## config.mk

```make
export PLATFORM = sky130hd
export DESIGN_NAME = wav_header_chunk_parser_core_flat
export DESIGN_NICKNAME = d
export VERILOG_FILES = /design/src/rtl/whp_pkg.sv /design/src/rtl/whp_if.sv /design/src/rtl/wav_header_chunk_parser_core.sv /design/src/rtl/whp_ctrl.sv /design/src/rtl/whp_datapath.sv /design/src/flat_wrapper.sv
export SDC_FILE = /design/constraint.sdc
export NUM_CORES = 2
export LEC_CHECK = 0
export BUFFER_PORTS_ARGS = -buffer_cell sky130_fd_sc_hd__buf_4
export CORE_UTILIZATION = 50
export CTS_CLUSTER_SIZE = 12
export DETAILED_ROUTE_END_ITERATION = 10
export PLACE_DENSITY = 0.64
export SETUP_SLACK_MARGIN = 0.2
export SLEW_MARGIN = 20
export SYNTH_ARGS = -nofsm -noshare
export SYNTH_HDL_FRONTEND = slang
export SYNTH_SLANG_ARGS = --single-unit
```

## constraint.sdc

```tcl
create_clock -name clk -period 14.2 [get_ports clk]
set_clock_uncertainty 0.1 [all_clocks]
set_input_delay 0.71 -clock clk [delete_from_list [all_inputs] [get_ports clk]]
set_output_delay 0.71 -clock clk [all_outputs]
set_load 0.005 [all_outputs]
```

## src/rtl/whp_pkg.sv

```systemverilog
// Shared types and constants for the WAV header chunk parser.
package whp_pkg;

    // Byte positions and size limits of the WAV layout
    localparam int RIFF_HDR_BYTES = 12;
    localparam int MIN_FILE_BYTES = 44;
    localparam int MIN_FMT_BYTES  = 16;
    localparam int MS_PER_SEC     = 1000;

    // Chunk ids as they appear in file order, first byte most significant
    localparam logic [31:0] ID_FMT  = 32'h666D_7420;
    localparam logic [31:0] ID_DATA = 32'h6461_7461;

    // Result status codes
    typedef enum logic [2:0] {
        ST_OK         = 3'd0,
        ST_SHORT      = 3'd1,
        ST_NO_FMT     = 3'd2,
        ST_BAD_FMT    = 3'd3,
        ST_NO_DATA    = 3'd4,
        ST_EMPTY      = 3'd5,
        ST_BAD_LAYOUT = 3'd6,
        ST_NOT_PCM    = 3'd7
    } status_t;

    // Dividend of the duration divide: 32-bit length times 1000
    localparam int PROD_W    = 42;
    localparam int DIV_CNT_W = 6;

    // Controller to datapath commands
    typedef struct packed {
        logic take;     // byte transfer this cycle
        logic eval;     // resolve status and length, clear parse state
        logic mul;      // load dividend and divisor
        logic step;     // one divide iteration
        logic load;     // move the result into the output register
    } cmd_t;

    // Datapath to controller status
    typedef struct packed {
        logic last_seen; // final byte of a file transferred
        logic div_done;  // last divide iteration running
        logic out_busy;  // output register holds an untaken result
    } sts_t;

endpackage

```

## src/rtl/whp_if.sv

```systemverilog
// Byte stream and result channel interfaces of the WAV header chunk parser.
interface whp_byte_if;
    logic       valid;
    logic       ready;
    logic [7:0] byte_value;
    logic       is_last;

    modport source (output valid, output byte_value, output is_last, input ready);
    modport sink   (input valid, input byte_value, input is_last, output ready);
endinterface

interface whp_result_if;
    logic        valid;
    logic        ready;
    logic [2:0]  status;
    logic [1:0]  sample_format;
    logic [31:0] sample_rate;
    logic [31:0] data_offset;
    logic [31:0] data_length;
    logic [31:0] duration_ms;

    modport source (
        output valid, output status, output sample_format, output sample_rate,
        output data_offset, output data_length, output duration_ms, input ready
    );
    modport sink (
        input valid, input status, input sample_format, input sample_rate,
        input data_offset, input data_length, input duration_ms, output ready
    );
endinterface

```

## src/rtl/wav_header_chunk_parser_core.sv

```systemverilog
// Top level of the WAV header chunk parser: controller plus datapath.
//
// Takes a WAV file one byte per transfer on file_bytes, is_last marking the
// final byte, and sends one summary on parse_result per file. While a file
// streams in, a byte is taken every cycle that file_bytes offers one. After
// the final byte the block stops taking bytes while it resolves status and
// length, forms length*1000 and the byte rate, runs the bit-serial duration
// divider (one quotient bit per cycle over the 42-bit dividend) and then
// loads the output register. A summary waiting in the output register does
// not hold up the next file until its own result is ready to load. The byte
// counter is COUNT_WIDTH bits and saturates.
module wav_header_chunk_parser_core #(
    parameter int COUNT_WIDTH = 32
) (
    input  logic         clk,
    input  logic         rst_n,
    whp_byte_if.sink     file_bytes,
    whp_result_if.source parse_result
);

    whp_pkg::cmd_t cmd;
    whp_pkg::sts_t sts;
    logic          in_ready;

    assign file_bytes.ready = in_ready;

    whp_ctrl u_ctrl (
        .clk      (clk),
        .rst_n    (rst_n),
        .in_valid (file_bytes.valid),
        .in_ready (in_ready),
        .sts      (sts),
        .cmd      (cmd)
    );

    whp_datapath #(
        .COUNT_WIDTH (COUNT_WIDTH)
    ) u_datapath (
        .clk        (clk),
        .rst_n      (rst_n),
        .byte_value (file_bytes.byte_value),
        .is_last    (file_bytes.is_last),
        .cmd        (cmd),
        .sts        (sts),
        .result     (parse_result)
    );

endmodule

```

## src/rtl/whp_ctrl.sv

```systemverilog
// Sequencing state machine of the WAV header chunk parser.
module whp_ctrl (
    input  logic          clk,
    input  logic          rst_n,
    input  logic          in_valid,
    output logic          in_ready,
    input  whp_pkg::sts_t sts,
    output whp_pkg::cmd_t cmd
);

    typedef enum logic [2:0] {
        S_RUN,
        S_EVAL,
        S_MUL,
        S_DIV,
        S_LOAD
    } state_t;

    state_t state_reg, state_next;
    logic   in_ready_reg, in_ready_next;

    // Decode commands from the current state
    always_comb
    begin
        cmd      = '0;
        cmd.take = in_ready_reg && in_valid;
        cmd.eval = (state_reg == S_EVAL);
        cmd.mul  = (state_reg == S_MUL);
        cmd.step = (state_reg == S_DIV);
        cmd.load = (state_reg == S_LOAD) && !sts.out_busy;
    end

    // Advance through parse, evaluate, multiply, divide and result load
    always_comb
    begin
        state_next    = state_reg;
        in_ready_next = in_ready_reg;
        unique case (state_reg)
            S_RUN:
            begin
                if (sts.last_seen)
                begin
                    state_next    = S_EVAL;
                    in_ready_next = 1'b0;
                end
            end
            S_EVAL:
            begin
                state_next = S_MUL;
            end
            S_MUL:
            begin
                state_next = S_DIV;
            end
            S_DIV:
            begin
                if (sts.div_done)
                begin
                    state_next = S_LOAD;
                end
            end
            S_LOAD:
            begin
                if (!sts.out_busy)
                begin
                    state_next    = S_RUN;
                    in_ready_next = 1'b1;
                end
            end
            default:
            begin
                state_next    = S_RUN;
                in_ready_next = 1'b1;
            end
        endcase
    end

    // Hold state and the registered ready
    always_ff @(posedge clk or negedge rst_n)
    begin
        if (!rst_n)
        begin
            state_reg    <= S_RUN;
            in_ready_reg <= 1'b1;
        end
        else
        begin
            state_reg    <= state_next;
            in_ready_reg <= in_ready_next;
        end
    end

    assign in_ready = in_ready_reg;

endmodule

```

## src/rtl/whp_datapath.sv

```systemverilog
// Chunk walk registers, result evaluation, duration divider and output register.
module whp_datapath #(
    parameter int COUNT_WIDTH = 32
) (
    input  logic          clk,
    input  logic          rst_n,
    input  logic [7:0]    byte_value,
    input  logic          is_last,
    input  whp_pkg::cmd_t cmd,
    output whp_pkg::sts_t sts,
    whp_result_if.source  result
);

    localparam int CW = COUNT_WIDTH;
    localparam logic [CW-1:0] CNT_MAX = {CW{1'b1}};

    typedef enum logic [2:0] {
        PH_FMT_HDR,
        PH_FMT_SKIP,
        PH_FMT_BODY,
        PH_DATA_HDR,
        PH_DATA_SKIP,
        PH_DATA_BODY,
        PH_FAILED
    } phase_t;

    // Parse state
    logic [CW-1:0]    cnt_reg, cnt_next;
    phase_t           phase_reg, phase_next;
    logic [55:0]      hdr_reg, hdr_next;
    logic [2:0]       fill_reg, fill_next;
    logic [31:0]      skip_reg, skip_next;
    logic [4:0]       idx_reg, idx_next;
    logic [15:0]      tag_reg, tag_next;
    logic [15:0]      chan_reg, chan_next;
    logic [31:0]      rate_reg, rate_next;
    logic [15:0]      bits_reg, bits_next;
    logic [CW-1:0]    start_reg, start_next;
    logic [31:0]      decl_reg, decl_next;
    whp_pkg::status_t fail_reg, fail_next;

    // Evaluated result
    whp_pkg::status_t res_status_reg;
    logic [1:0]       res_fmt_reg;
    logic [31:0]      res_rate_reg;
    logic [31:0]      res_off_reg;
    logic [31:0]      res_len_reg;

    // Divider
    logic [whp_pkg::PROD_W-1:0]    dvd_reg;
    logic [31:0]                   dvs_reg;
    logic [31:0]                   rem_reg;
    logic [whp_pkg::DIV_CNT_W-1:0] dcnt_reg;

    // Output register
    logic             out_valid_reg;
    whp_pkg::status_t out_status_reg;
    logic [1:0]       out_fmt_reg;
    logic [31:0]      out_rate_reg;
    logic [31:0]      out_off_reg;
    logic [31:0]      out_len_reg;
    logic [31:0]      out_dur_reg;

    logic [63:0] hdr_full;
    logic [31:0] hdr_id;
    logic [31:0] hdr_size;
    logic        hdr_done;
    logic        cnt_past_riff;

    assign hdr_full      = {hdr_reg, byte_value};
    assign hdr_id        = hdr_full[63:32];
    assign hdr_size      = {hdr_full[7:0], hdr_full[15:8], hdr_full[23:16], hdr_full[31:24]};
    assign hdr_done      = (fill_reg == 3'd7);
    assign cnt_past_riff = (cnt_reg >= CW'(whp_pkg::RIFF_HDR_BYTES));

    // Walk the chunk headers one byte per transfer
    always_comb
    begin
        cnt_next   = cnt_reg;
        phase_next = phase_reg;
        hdr_next   = hdr_reg;
        fill_next  = fill_reg;
        skip_next  = skip_reg;
        idx_next   = idx_reg;
        tag_next   = tag_reg;
        chan_next  = chan_reg;
        rate_next  = rate_reg;
        bits_next  = bits_reg;
        start_next = start_reg;
        decl_next  = decl_reg;
        fail_next  = fail_reg;
        if (cmd.eval)
        begin
            cnt_next   = '0;
            phase_next = PH_FMT_HDR;
            hdr_next   = '0;
            fill_next  = '0;
            skip_next  = '0;
            idx_next   = '0;
            tag_next   = '0;
            chan_next  = '0;
            rate_next  = '0;
            bits_next  = '0;
            start_next = '0;
            decl_next  = '0;
            fail_next  = whp_pkg::ST_OK;
        end
        else if (cmd.take)
        begin
            if (cnt_reg != CNT_MAX)
            begin
                cnt_next = cnt_reg + 1'b1;
            end
            case (phase_reg)
                PH_FMT_HDR:
                begin
                    if (cnt_past_riff)
                    begin
                        hdr_next  = hdr_full[55:0];
                        fill_next = fill_reg + 1'b1;
                        if (hdr_done)
                        begin
                            if (hdr_id == whp_pkg::ID_FMT)
                            begin
                                if (is_last)
                                begin
                                    phase_next = PH_FAILED;
                                    fail_next  = whp_pkg::ST_NO_FMT;
                                end
                                else if (hdr_size < 32'(whp_pkg::MIN_FMT_BYTES))
                                begin
                                    phase_next = PH_FAILED;
                                    fail_next  = whp_pkg::ST_BAD_FMT;
                                end
                                else
                                begin
                                    skip_next  = hdr_size;
                                    idx_next   = '0;
                                    phase_next = PH_FMT_BODY;
                                end
                            end
                            else if (hdr_size != 32'd0)
                            begin
                                skip_next  = hdr_size;
                                phase_next = PH_FMT_SKIP;
                            end
                        end
                    end
                end
                PH_FMT_SKIP, PH_DATA_SKIP:
                begin
                    skip_next = skip_reg - 1'b1;
                    if (skip_reg == 32'd1)
                    begin
                        phase_next = (phase_reg == PH_FMT_SKIP) ? PH_FMT_HDR : PH_DATA_HDR;
                    end
                end
                PH_FMT_BODY:
                begin
                    // Capture by offset inside the fmt chunk
                    case (idx_reg)
                        5'd0:  tag_next[7:0]    = byte_value;
                        5'd1:  tag_next[15:8]   = byte_value;
                        5'd2:  chan_next[7:0]   = byte_value;
                        5'd3:  chan_next[15:8]  = byte_value;
                        5'd4:  rate_next[7:0]   = byte_value;
                        5'd5:  rate_next[15:8]  = byte_value;
                        5'd6:  rate_next[23:16] = byte_value;
                        5'd7:  rate_next[31:24] = byte_value;
                        5'd14: bits_next[7:0]   = byte_value;
                        5'd15: bits_next[15:8]  = byte_value;
                        default: ;
                    endcase
                    if (idx_reg != 5'd16)
                    begin
                        idx_next = idx_reg + 1'b1;
                    end
                    skip_next = skip_reg - 1'b1;
                    if (skip_reg == 32'd1)
                    begin
                        phase_next = PH_DATA_HDR;
                    end
                end
                PH_DATA_HDR:
                begin
                    hdr_next  = hdr_full[55:0];
                    fill_next = fill_reg + 1'b1;
                    if (hdr_done)
                    begin
                        if (hdr_id == whp_pkg::ID_DATA)
                        begin
                            if (is_last)
                            begin
                                phase_next = PH_FAILED;
                                fail_next  = whp_pkg::ST_NO_DATA;
                            end
                            else
                            begin
                                decl_next  = hdr_size;
                                start_next = cnt_next;
                                phase_next = PH_DATA_BODY;
                            end
                        end
                        else if (hdr_size != 32'd0)
                        begin
                            skip_next  = hdr_size;
                            phase_next = PH_DATA_SKIP;
                        end
                    end
                end
                default: ;
            endcase
        end
    end

    // Resolve the first failure and the clamped data length
    logic [CW-1:0]    avail;
    logic [31:0]      len_sel;
    logic             layout_ok;
    whp_pkg::status_t status_sel;

    always_comb
    begin
        avail     = cnt_reg - start_reg;
        len_sel   = (decl_reg > 32'(avail)) ? 32'(avail) : decl_reg;
        layout_ok = (chan_reg == 16'd1 || chan_reg == 16'd2) &&
                    (bits_reg == 16'd8 || bits_reg == 16'd16);
        if (cnt_reg < CW'(whp_pkg::MIN_FILE_BYTES))
        begin
            status_sel = whp_pkg::ST_SHORT;
        end
        else
        begin
            case (phase_reg)
                PH_FAILED:                status_sel = fail_reg;
                PH_FMT_HDR, PH_FMT_SKIP:  status_sel = whp_pkg::ST_NO_FMT;
                PH_FMT_BODY:              status_sel = whp_pkg::ST_BAD_FMT;
                PH_DATA_BODY:
                begin
                    if (len_sel == 32'd0)
                    begin
                        status_sel = whp_pkg::ST_EMPTY;
                    end
                    else if (!layout_ok)
                    begin
                        status_sel = whp_pkg::ST_BAD_LAYOUT;
                    end
                    else if (tag_reg != 16'd1)
                    begin
                        status_sel = whp_pkg::ST_NOT_PCM;
                    end
                    else
                    begin
                        status_sel = whp_pkg::ST_OK;
                    end
                end
                default:                  status_sel = whp_pkg::ST_NO_DATA;
            endcase
        end
    end

    // Divider step: shift one dividend bit into the remainder
    logic [32:0] rem_shift;
    logic        rem_ge;
    logic [1:0]  bps_shift;

    assign rem_shift = {rem_reg, dvd_reg[whp_pkg::PROD_W-1]};
    assign rem_ge    = (rem_shift >= {1'b0, dvs_reg});
    assign bps_shift = {1'b0, res_fmt_reg[1]} + {1'b0, res_fmt_reg[0]};

    // Hold parse state
    always_ff @(posedge clk or negedge rst_n)
    begin
        if (!rst_n)
        begin
            cnt_reg   <= '0;
            phase_reg <= PH_FMT_HDR;
            hdr_reg   <= '0;
            fill_reg  <= '0;
            skip_reg  <= '0;
            idx_reg   <= '0;
            tag_reg   <= '0;
            chan_reg  <= '0;
            rate_reg  <= '0;
            bits_reg  <= '0;
            start_reg <= '0;
            decl_reg  <= '0;
            fail_reg  <= whp_pkg::ST_OK;
        end
        else
        begin
            cnt_reg   <= cnt_next;
            phase_reg <= phase_next;
            hdr_reg   <= hdr_next;
            fill_reg  <= fill_next;
            skip_reg  <= skip_next;
            idx_reg   <= idx_next;
            tag_reg   <= tag_next;
            chan_reg  <= chan_next;
            rate_reg  <= rate_next;
            bits_reg  <= bits_next;
            start_reg <= start_next;
            decl_reg  <= decl_next;
            fail_reg  <= fail_next;
        end
    end

    // Capture the evaluated result, zeroed on failure
    always_ff @(posedge clk)
    begin
        if (cmd.eval)
        begin
            res_status_reg <= status_sel;
            if (status_sel == whp_pkg::ST_OK)
            begin
                res_fmt_reg  <= {chan_reg == 16'd2, bits_reg == 16'd16};
                res_rate_reg <= rate_reg;
                res_off_reg  <= 32'(start_reg);
                res_len_reg  <= len_sel;
            end
            else
            begin
                res_fmt_reg  <= '0;
                res_rate_reg <= '0;
                res_off_reg  <= '0;
                res_len_reg  <= '0;
            end
        end
    end

    // Load the divide, then run one quotient bit per cycle
    always_ff @(posedge clk or negedge rst_n)
    begin
        if (!rst_n)
        begin
            dcnt_reg <= '0;
        end
        else if (cmd.mul)
        begin
            dcnt_reg <= '0;
        end
        else if (cmd.step)
        begin
            dcnt_reg <= dcnt_reg + 1'b1;
        end
    end

    always_ff @(posedge clk)
    begin
        if (cmd.mul)
        begin
            dvd_reg <= whp_pkg::PROD_W'(res_len_reg) *
                       whp_pkg::PROD_W'(whp_pkg::MS_PER_SEC);
            dvs_reg <= res_rate_reg << bps_shift;
            rem_reg <= '0;
        end
        else if (cmd.step)
        begin
            rem_reg <= rem_ge ? 32'(rem_shift - {1'b0, dvs_reg}) : rem_shift[31:0];
            dvd_reg <= {dvd_reg[whp_pkg::PROD_W-2:0], rem_ge};
        end
    end

    // Output register: refill on load, drop valid after the transfer
    always_ff @(posedge clk or negedge rst_n)
    begin
        if (!rst_n)
        begin
            out_valid_reg <= 1'b0;
        end
        else if (cmd.load)
        begin
            out_valid_reg <= 1'b1;
        end
        else if (result.ready)
        begin
            out_valid_reg <= 1'b0;
        end
    end

    always_ff @(posedge clk)
    begin
        if (cmd.load)
        begin
            out_status_reg <= res_status_reg;
            out_fmt_reg    <= res_fmt_reg;
            out_rate_reg   <= res_rate_reg;
            out_off_reg    <= res_off_reg;
            out_len_reg    <= res_len_reg;
            out_dur_reg    <= (dvs_reg == 32'd0) ? 32'd0 : dvd_reg[31:0];
        end
    end

    assign sts.last_seen = cmd.take && is_last;
    assign sts.div_done  = cmd.step &&
                           (dcnt_reg == whp_pkg::DIV_CNT_W'(whp_pkg::PROD_W - 1));
    assign sts.out_busy  = out_valid_reg && !result.ready;

    assign result.valid         = out_valid_reg;
    assign result.status        = out_status_reg;
    assign result.sample_format = out_fmt_reg;
    assign result.sample_rate   = out_rate_reg;
    assign result.data_offset   = out_off_reg;
    assign result.data_length   = out_len_reg;
    assign result.duration_ms   = out_dur_reg;

endmodule

```

## src/flat_wrapper.sv

```systemverilog
// flat-port wrapper written by rule: the top's interface ports become plain ports
module wav_header_chunk_parser_core_flat 
#(
    parameter int COUNT_WIDTH = 32
)
  (clk, rst_n, file_bytes_valid, file_bytes_byte_value, file_bytes_is_last, file_bytes_ready, parse_result_valid, parse_result_status, parse_result_sample_format, parse_result_sample_rate, parse_result_data_offset, parse_result_data_length, parse_result_duration_ms, parse_result_ready);
  whp_byte_if file_bytes_i ();
  whp_result_if parse_result_i ();
  input  logic clk;
  input  logic rst_n;
  input wire logic [$bits(file_bytes_i.valid)-1:0] file_bytes_valid;
  input wire logic [$bits(file_bytes_i.byte_value)-1:0] file_bytes_byte_value;
  input wire logic [$bits(file_bytes_i.is_last)-1:0] file_bytes_is_last;
  output wire logic [$bits(file_bytes_i.ready)-1:0] file_bytes_ready;
  output wire logic [$bits(parse_result_i.valid)-1:0] parse_result_valid;
  output wire logic [$bits(parse_result_i.status)-1:0] parse_result_status;
  output wire logic [$bits(parse_result_i.sample_format)-1:0] parse_result_sample_format;
  output wire logic [$bits(parse_result_i.sample_rate)-1:0] parse_result_sample_rate;
  output wire logic [$bits(parse_result_i.data_offset)-1:0] parse_result_data_offset;
  output wire logic [$bits(parse_result_i.data_length)-1:0] parse_result_data_length;
  output wire logic [$bits(parse_result_i.duration_ms)-1:0] parse_result_duration_ms;
  input wire logic [$bits(parse_result_i.ready)-1:0] parse_result_ready;
  assign file_bytes_i.valid = file_bytes_valid;
  assign file_bytes_i.byte_value = file_bytes_byte_value;
  assign file_bytes_i.is_last = file_bytes_is_last;
  assign file_bytes_ready = file_bytes_i.ready;
  assign parse_result_valid = parse_result_i.valid;
  assign parse_result_status = parse_result_i.status;
  assign parse_result_sample_format = parse_result_i.sample_format;
  assign parse_result_sample_rate = parse_result_i.sample_rate;
  assign parse_result_data_offset = parse_result_i.data_offset;
  assign parse_result_data_length = parse_result_i.data_length;
  assign parse_result_duration_ms = parse_result_i.duration_ms;
  assign parse_result_i.ready = parse_result_ready;
  wav_header_chunk_parser_core #(.COUNT_WIDTH(COUNT_WIDTH)) u_core (.clk(clk), .rst_n(rst_n), .file_bytes(file_bytes_i), .parse_result(parse_result_i));
endmodule
```

# Word level (Yosys, flattened, before mapping)

Cells that the tools add are included.

Logic and storage cells: 278
Input bits: 13
Flip-flop bits (word level): 629
Output and inout port bits: 135

Magnitude comparators: 5
Equality and inequality tests: 52
Multiply operators: 1
Reductions and logical operators: 60
Mux-type cells: 112
Shift-type cells: 1
Bitwise gates (word level): 1
Add/subtract/negate cells: 8

Operators by type and width:

| cell                                                                | count |
|---|---|
| two-way mux 32 bit                                                  | 30 |
| two-way mux 56 bit                                                  | 3 |
| two-way mux 16 bit                                                  | 9 |
| one-hot mux 56 bit (2 select lines)                                 | 1 |
| two-way mux 3 bit                                                   | 33 |
| one-hot mux 32 bit (3 select lines)                                 | 1 |
| two-way mux 42 bit                                                  | 2 |
| two-way mux 8 bit                                                   | 10 |
| == test 32 x 31 -> 1 bit (second input constant)                    | 2 |
| logical NOT 32 bit                                                  | 2 |
| subtractor 32 bit                                                   | 2 |
| two-way mux 5 bit                                                   | 8 |
| multiplier 32 x 7 -> 39 bit (second input constant)                 | 1 |
| AND reduction 3 bit                                                 | 13 |
| inequality test 3 x 2 -> 1 bit (second input constant)              | 12 |
| nonzero test 2 bit                                                  | 17 |
| greater-or-equal comparator 33 x 32 -> 1 bit                        | 1 |
| adder 32 x 1 -> 32 bit (second input constant)                      | 1 |
| == test 32 x 1 -> 1 bit (second input constant)                     | 1 |
| greater-or-equal comparator 32 x 4 -> 1 bit (second input constant) | 1 |
| greater-than comparator 32 bit                                      | 1 |
| < comparator 32 x 5 -> 1 bit (second input constant)                | 1 |
| < comparator 32 x 6 -> 1 bit (second input constant)                | 1 |
| inequality test 32 bit (second input constant)                      | 1 |
| 46 further kinds                                                    | 86 |

# Depth between registers and ports, before layout

Depth in word-level cells: 9
Mapped depth: 26
Gate-level depth less buffers: 23

# Hierarchy

From an unflattened synthesis, not the netlist that was laid out.

Cells, all modules: 3,454
Area, all modules: 36,472.5 sq um

By module, submodules not included:

| module       | instances | area each (sq um) | cells an instance |
|---|---|---|---|
| whp_datapath | 1         | 36,242.3          | 3,431 |
| whp_ctrl     | 1         | 230.2             | 23 |

# Worst setup path after synthesis

OpenSTA, ideal clock, no wires.

Path type: register -> register
Start point: register u_core.u_datapath.res_len_reg[4]
End point: register u_core.u_datapath.dvd_reg[40] (netlist name), data pin
Stages on the path, launching flop included: 16
Path buffers: 0
Library setup time: 0.260 ns
Period minus slack after synthesis: 5.810 ns
Setup slack: 8.390 ns
Arrival: 5.450 ns
Cells stage by stage: edfxtp_1 -> fa_1 -> fa_1 -> fa_1 -> fa_1 -> ha_1 -> and3_1 -> a221o_1 -> a221oi_1 -> a21oi_1 -> o21ai_1 -> o21ai_1 -> or4_1 -> a311o_1 -> a21oi_1 -> mux2_2

Longest elaborated chain between the ends: 2

Ends and longest elaborated chain:

| what                        | line                | RTL |
|---|---|---|
| start, declared             | whp_datapath.sv:47  | `logic [31:0] res_len_reg;` |
| start signal, assigned      | whp_datapath.sv:319 | `res_len_reg <= len_sel;` |
| multiplier 32 x 7 -> 39 bit | whp_datapath.sv:352 | `dvd_reg <= whp_pkg::PROD_W'(res_len_reg) *` |
| two-way mux 42 bit          | whp_datapath.sv:350 | `if (cmd.mul)` |
| end signal, assigned        | whp_datapath.sv:352 |  |
| end signal, assigned        | whp_datapath.sv:360 | `dvd_reg <= {dvd_reg[whp_pkg::PROD_W-2:0], rem_ge};` |
| end, declared               | whp_datapath.sv:50  | `logic [whp_pkg::PROD_W-1:0] dvd_reg;` |

No other way between the ends.
A chain may end at the register's enable or synchronous reset.

# Worst setup path in the final report

Start point: register u_core.u_datapath.cnt_reg[4]
End point: register u_core.u_datapath.res_len_reg[15], data pin

Longest elaborated chain between the ends: 8

Ends and longest elaborated chain:

| what                               | line                | RTL |
|---|---|---|
| start, declared                    | whp_datapath.sv:28  | `logic [CW-1:0] cnt_reg, cnt_next;` |
| start signal, assigned             | whp_datapath.sv:292 | `cnt_reg <= cnt_next;` |
| subtractor 32 bit                  | whp_datapath.sv:224 | `avail = cnt_reg - start_reg;` |
| greater-than comparator 32 bit     | whp_datapath.sv:225 | `len_sel = (decl_reg > 32'(avail)) ? 32'(avail) : decl_reg;` |
| two-way mux 32 bit                 | whp_datapath.sv:225 |  |
| logical NOT 32 bit                 | whp_datapath.sv:240 | `if (len_sel == 32'd0)` |
| two-way mux 3 bit                  | whp_datapath.sv:240 |  |
| one-hot mux 3 bit (4 select lines) | whp_datapath.sv:234 | `case (phase_reg)` |
| two-way mux 3 bit                  | whp_datapath.sv:228 | `if (cnt_reg < CW'(whp_pkg::MIN_FILE_BYTES))` |
| logical NOT 3 bit                  | whp_datapath.sv:314 | `if (status_sel == whp_pkg::ST_OK)` |

Several ways; a longest one is shown, not always the timed one.

==> out/qor.yml <==
clock_network:
  cts_tree: "built"
  cts_made_buffers: 73
  cts_resized: 0
  path_clk_slew_ps: 60
  insertion_delay_ps: 620
  cts_root_buf: "clkbuf_16"
  max-clock-path-buffers: 3
  numClockSinks: 629
  cts_setup_buffers: 0
  cts.htree.levels: 3
  cts_hold_buf: 0
sta:
  slew_violations: 0
  hold_viol: 0
  final.min_clock_period_ps: 7540
  rsz0062_at_grt: "false"
  tightest_slew_ps: 1090
  relSlewSlack_pct: 27.1
  setup_viol: 0
  fin_crit_sh_pct: 53.1
  clock.fmax_ghz: 0.133
  finalSetupTns_ps: 0
yosys:
  synth_top_area_share_pct: 24.6
  synth_area_leaders: "edfxtp_1, dfrtp_1, ha_1"
  synth.avg_cell_area_um2: 10.2
  async_flop_share_pct: 45.9
  synth_compound_area_share_pct: 15.3
  synth-xor-area-share_pct: 3.19
  syn-cell-area_mm2: 0.0373
  synth.area.mux_share_pct: 4.53
  synth_edf_count: 305
  synth_top_family_by_area: "compound AO/OA/AOI/OAI gates"
  synth-main-ff-cell: "edfxtp_1"
  synth-simple-area-share_pct: 14.3
  ys_ff_latch: 629
  yosys_warnings: 0
  yosys.area.top_type: "edfxtp_1"
  synth_adder_area_share_pct: 13.0
  synth_nets: 3968
  yosysUniqueCellTypes: 89
  yosysSeqAreaShare_pct: 45.8
  syn_inst: 3641
layout:
  layout-drive-gt1-share_pct: 9.36
  final_common_cell: "nand2_1"
  largest_register_ffs: 56
  fin_area_mm2: 0.0415
  mostFrequentLayoutCells: "nand2_1, nor2_1, edfxtp_1, dfrtp_1, a21oi_1"
  finalNetCount: 4017
  antenna_cells: 0
  finalNonFillerCells: 4707
  area_growth_pct: 11.2
drt:
  drc: 18
  drt_iter0_drc: 2294
  vias: 27735
  firstDrtPassIters: 10
  avgViaCountPerCell: 5.89
  ant_nets: 0
  wire_per_inst_um: 20.0
  drt-total-wl_um: 94000
placement:
  placed_area_mm2: 0.0391
  gp_congestion: 0.916
  hpwl_um: 65000
  dp_cells: 4573
  port_buffers: 147
die:
  die_area_mm2: 0.0757
  die_w_um: 275
  num_rows: 99
  coreArea_mm2: 0.0733
  io_pins: 148
  die_h_um: 275
  start_util_pct: 50.9
critical_path:
  crit_type: "flop to flop"
  worstSetupStartpointType: "flop"
  crit_required_ps: 14390
  worst_setup_path_end_kind: "flop"
  crit_fanout: 68
  cp_data_arrival_time_ps: 7740
grt:
  grt_overflow: 0
  grt_pass1_wl_um: 151000
  grtUsageMet1_pct: 38.1
  busiest_layer: "met2"
  grt_antenna_before_repair: 1
  grt_use_total_pct: 25.1
  grt_pass1_vias: 26345
  gr-usage-met2_pct: 38.2
  met3_usage_pct: 2.90
  grt_max_degree: 177
status:
  violations: "DRC"
  status: "finished, violations left"
power_and_ir_drop:
  ir_drop_mv: 0.105
  powerDensity_mw_per_mm2: 196
  p_leak_nw: 17.1
run:
  cap_violations: 0
min_path:
  hp-class: "input pin to asynchronous set/reset pin"
synth_stat cells, types with 12 or more instances:
master and count:
a221oi_1 15, nand4_1 54, nand2b_1 16, ha_1 194, and3_1 18, nand3_1 63
nor3_1 52, xor2_1 64, o21a_1 28, or3_1 18, a21o_1 45, dfxtp_1 35
mux2i_1 100, buf_1 26, xnor2_1 72, buf_2 13, o21ai_0 204, inv_1 171
nor4_1 59, dfrtp_1 288, a211oi_1 138, and2_1 14, nand2_1 381, a22o_1 20
nor2_1 368, a21oi_1 261, clkbuf_1 169, o21bai_1 13, o22a_1 12, o31ai_1 20
mux4_2 28, fa_1 120, nor2b_1 49, edfxtp_1 305, o211ai_1 21
worst paths after layout:
| kind | start | end | slack [ps] | cells past startpoint |
|---|---|---|---|---|
| hold reg to reg | u_core.u_datapath.res_off_reg[22]$_SDFFCE_PP0P_ | u_core.u_datapath.result.data_offset[22]$_DFFE_PP_ | 320 | 0 |
| setup / recovery | u_core.u_datapath.cnt_reg[4]$_DFFE_PN0N_ | u_core.u_datapath.res_len_reg[15]$_SDFFCE_PP0P_ | 6660 | 21 |
| max in group asynchronous | rst_n | u_core.u_datapath.cnt_reg[12]$_DFFE_PN0N_ | 12480 | 2 |
| hold / removal | rst_n | u_core.u_datapath.dcnt_reg[2]$_DFFE_PN0P_ | 6 | 1 |
| setup reg to reg | u_core.u_datapath.cnt_reg[4]$_DFFE_PN0N_ | u_core.u_datapath.res_len_reg[15]$_SDFFCE_PP0P_ | 6660 | 21 |
| min in group clk | u_core.u_datapath.res_off_reg[22]$_SDFFCE_PP0P_ | u_core.u_datapath.result.data_offset[22]$_DFFE_PP_ | 320 | 0 |
cell families after synthesis:
logic type	count (synthesis)
buf+inv	381
fa+ha+maj	314
mux	133
flops	629
xor+xnor	136
compound gates	893
simple gates	1155
power by group:
group	internal [mW]	total, mW	switching, mW
sequential	2.31	2.67	0.356
combinational	1.55	3.63	2.08
clock	1.04	1.81	0.768
critical path, cell delays in order (launching register included):
cell and delay [ps]:
dfrtp_1 480, ha_1 420, a21o_1 250, or3_1 330, o22a_1 230, a21boi_1 370, o31a_1 210, o211ai_1 100
and3_1 230, or2_2 300, ha_1 310, nand4_1 130, nor4_1 360, nor2b_1 200, a22oi_2 70, buf_4 320
nor4b_1 390, o2111a_1 250, o2111ai_1 220, a211oi_4 890, buf_4 750, a2111oi_0 280
per-layer routing:
layer / routed length [µm] / vias to the layer above / share of wire (%)
li1: - / 13301 / -
met1: 45200 / 13626 / 48
met2: 42200 / 685 / 45
met3: 4680 / 123 / 5.0
met4: 1960 / 0 / 2.1
met5: 0 / - / 0
cell type report:
class	count	area [µm²]
clock buffers	99	1990
clock inverters	34	302
fillers	6391	31900
inverters	172	653
multi-input cells	2631	18800
flip-flops and latches	629	17100
well taps	959	1200
repair buffers	183	1410
per-stage QoR:
stage	hold WS, ps	total power [mW]	worst slack, ps	util [%]
finish	5.55	8.11	6660	56.6
global route	49.3	8.77	6140	56.6
CTS	18.4	8.15	6740	56.5
detailed placement	305	6.30	6790	53.4
global placement	303	6.26	6930	53.4
floorplan	300	5.46	8390	-
No activity file was read; power rests on OpenSTA's default activity.
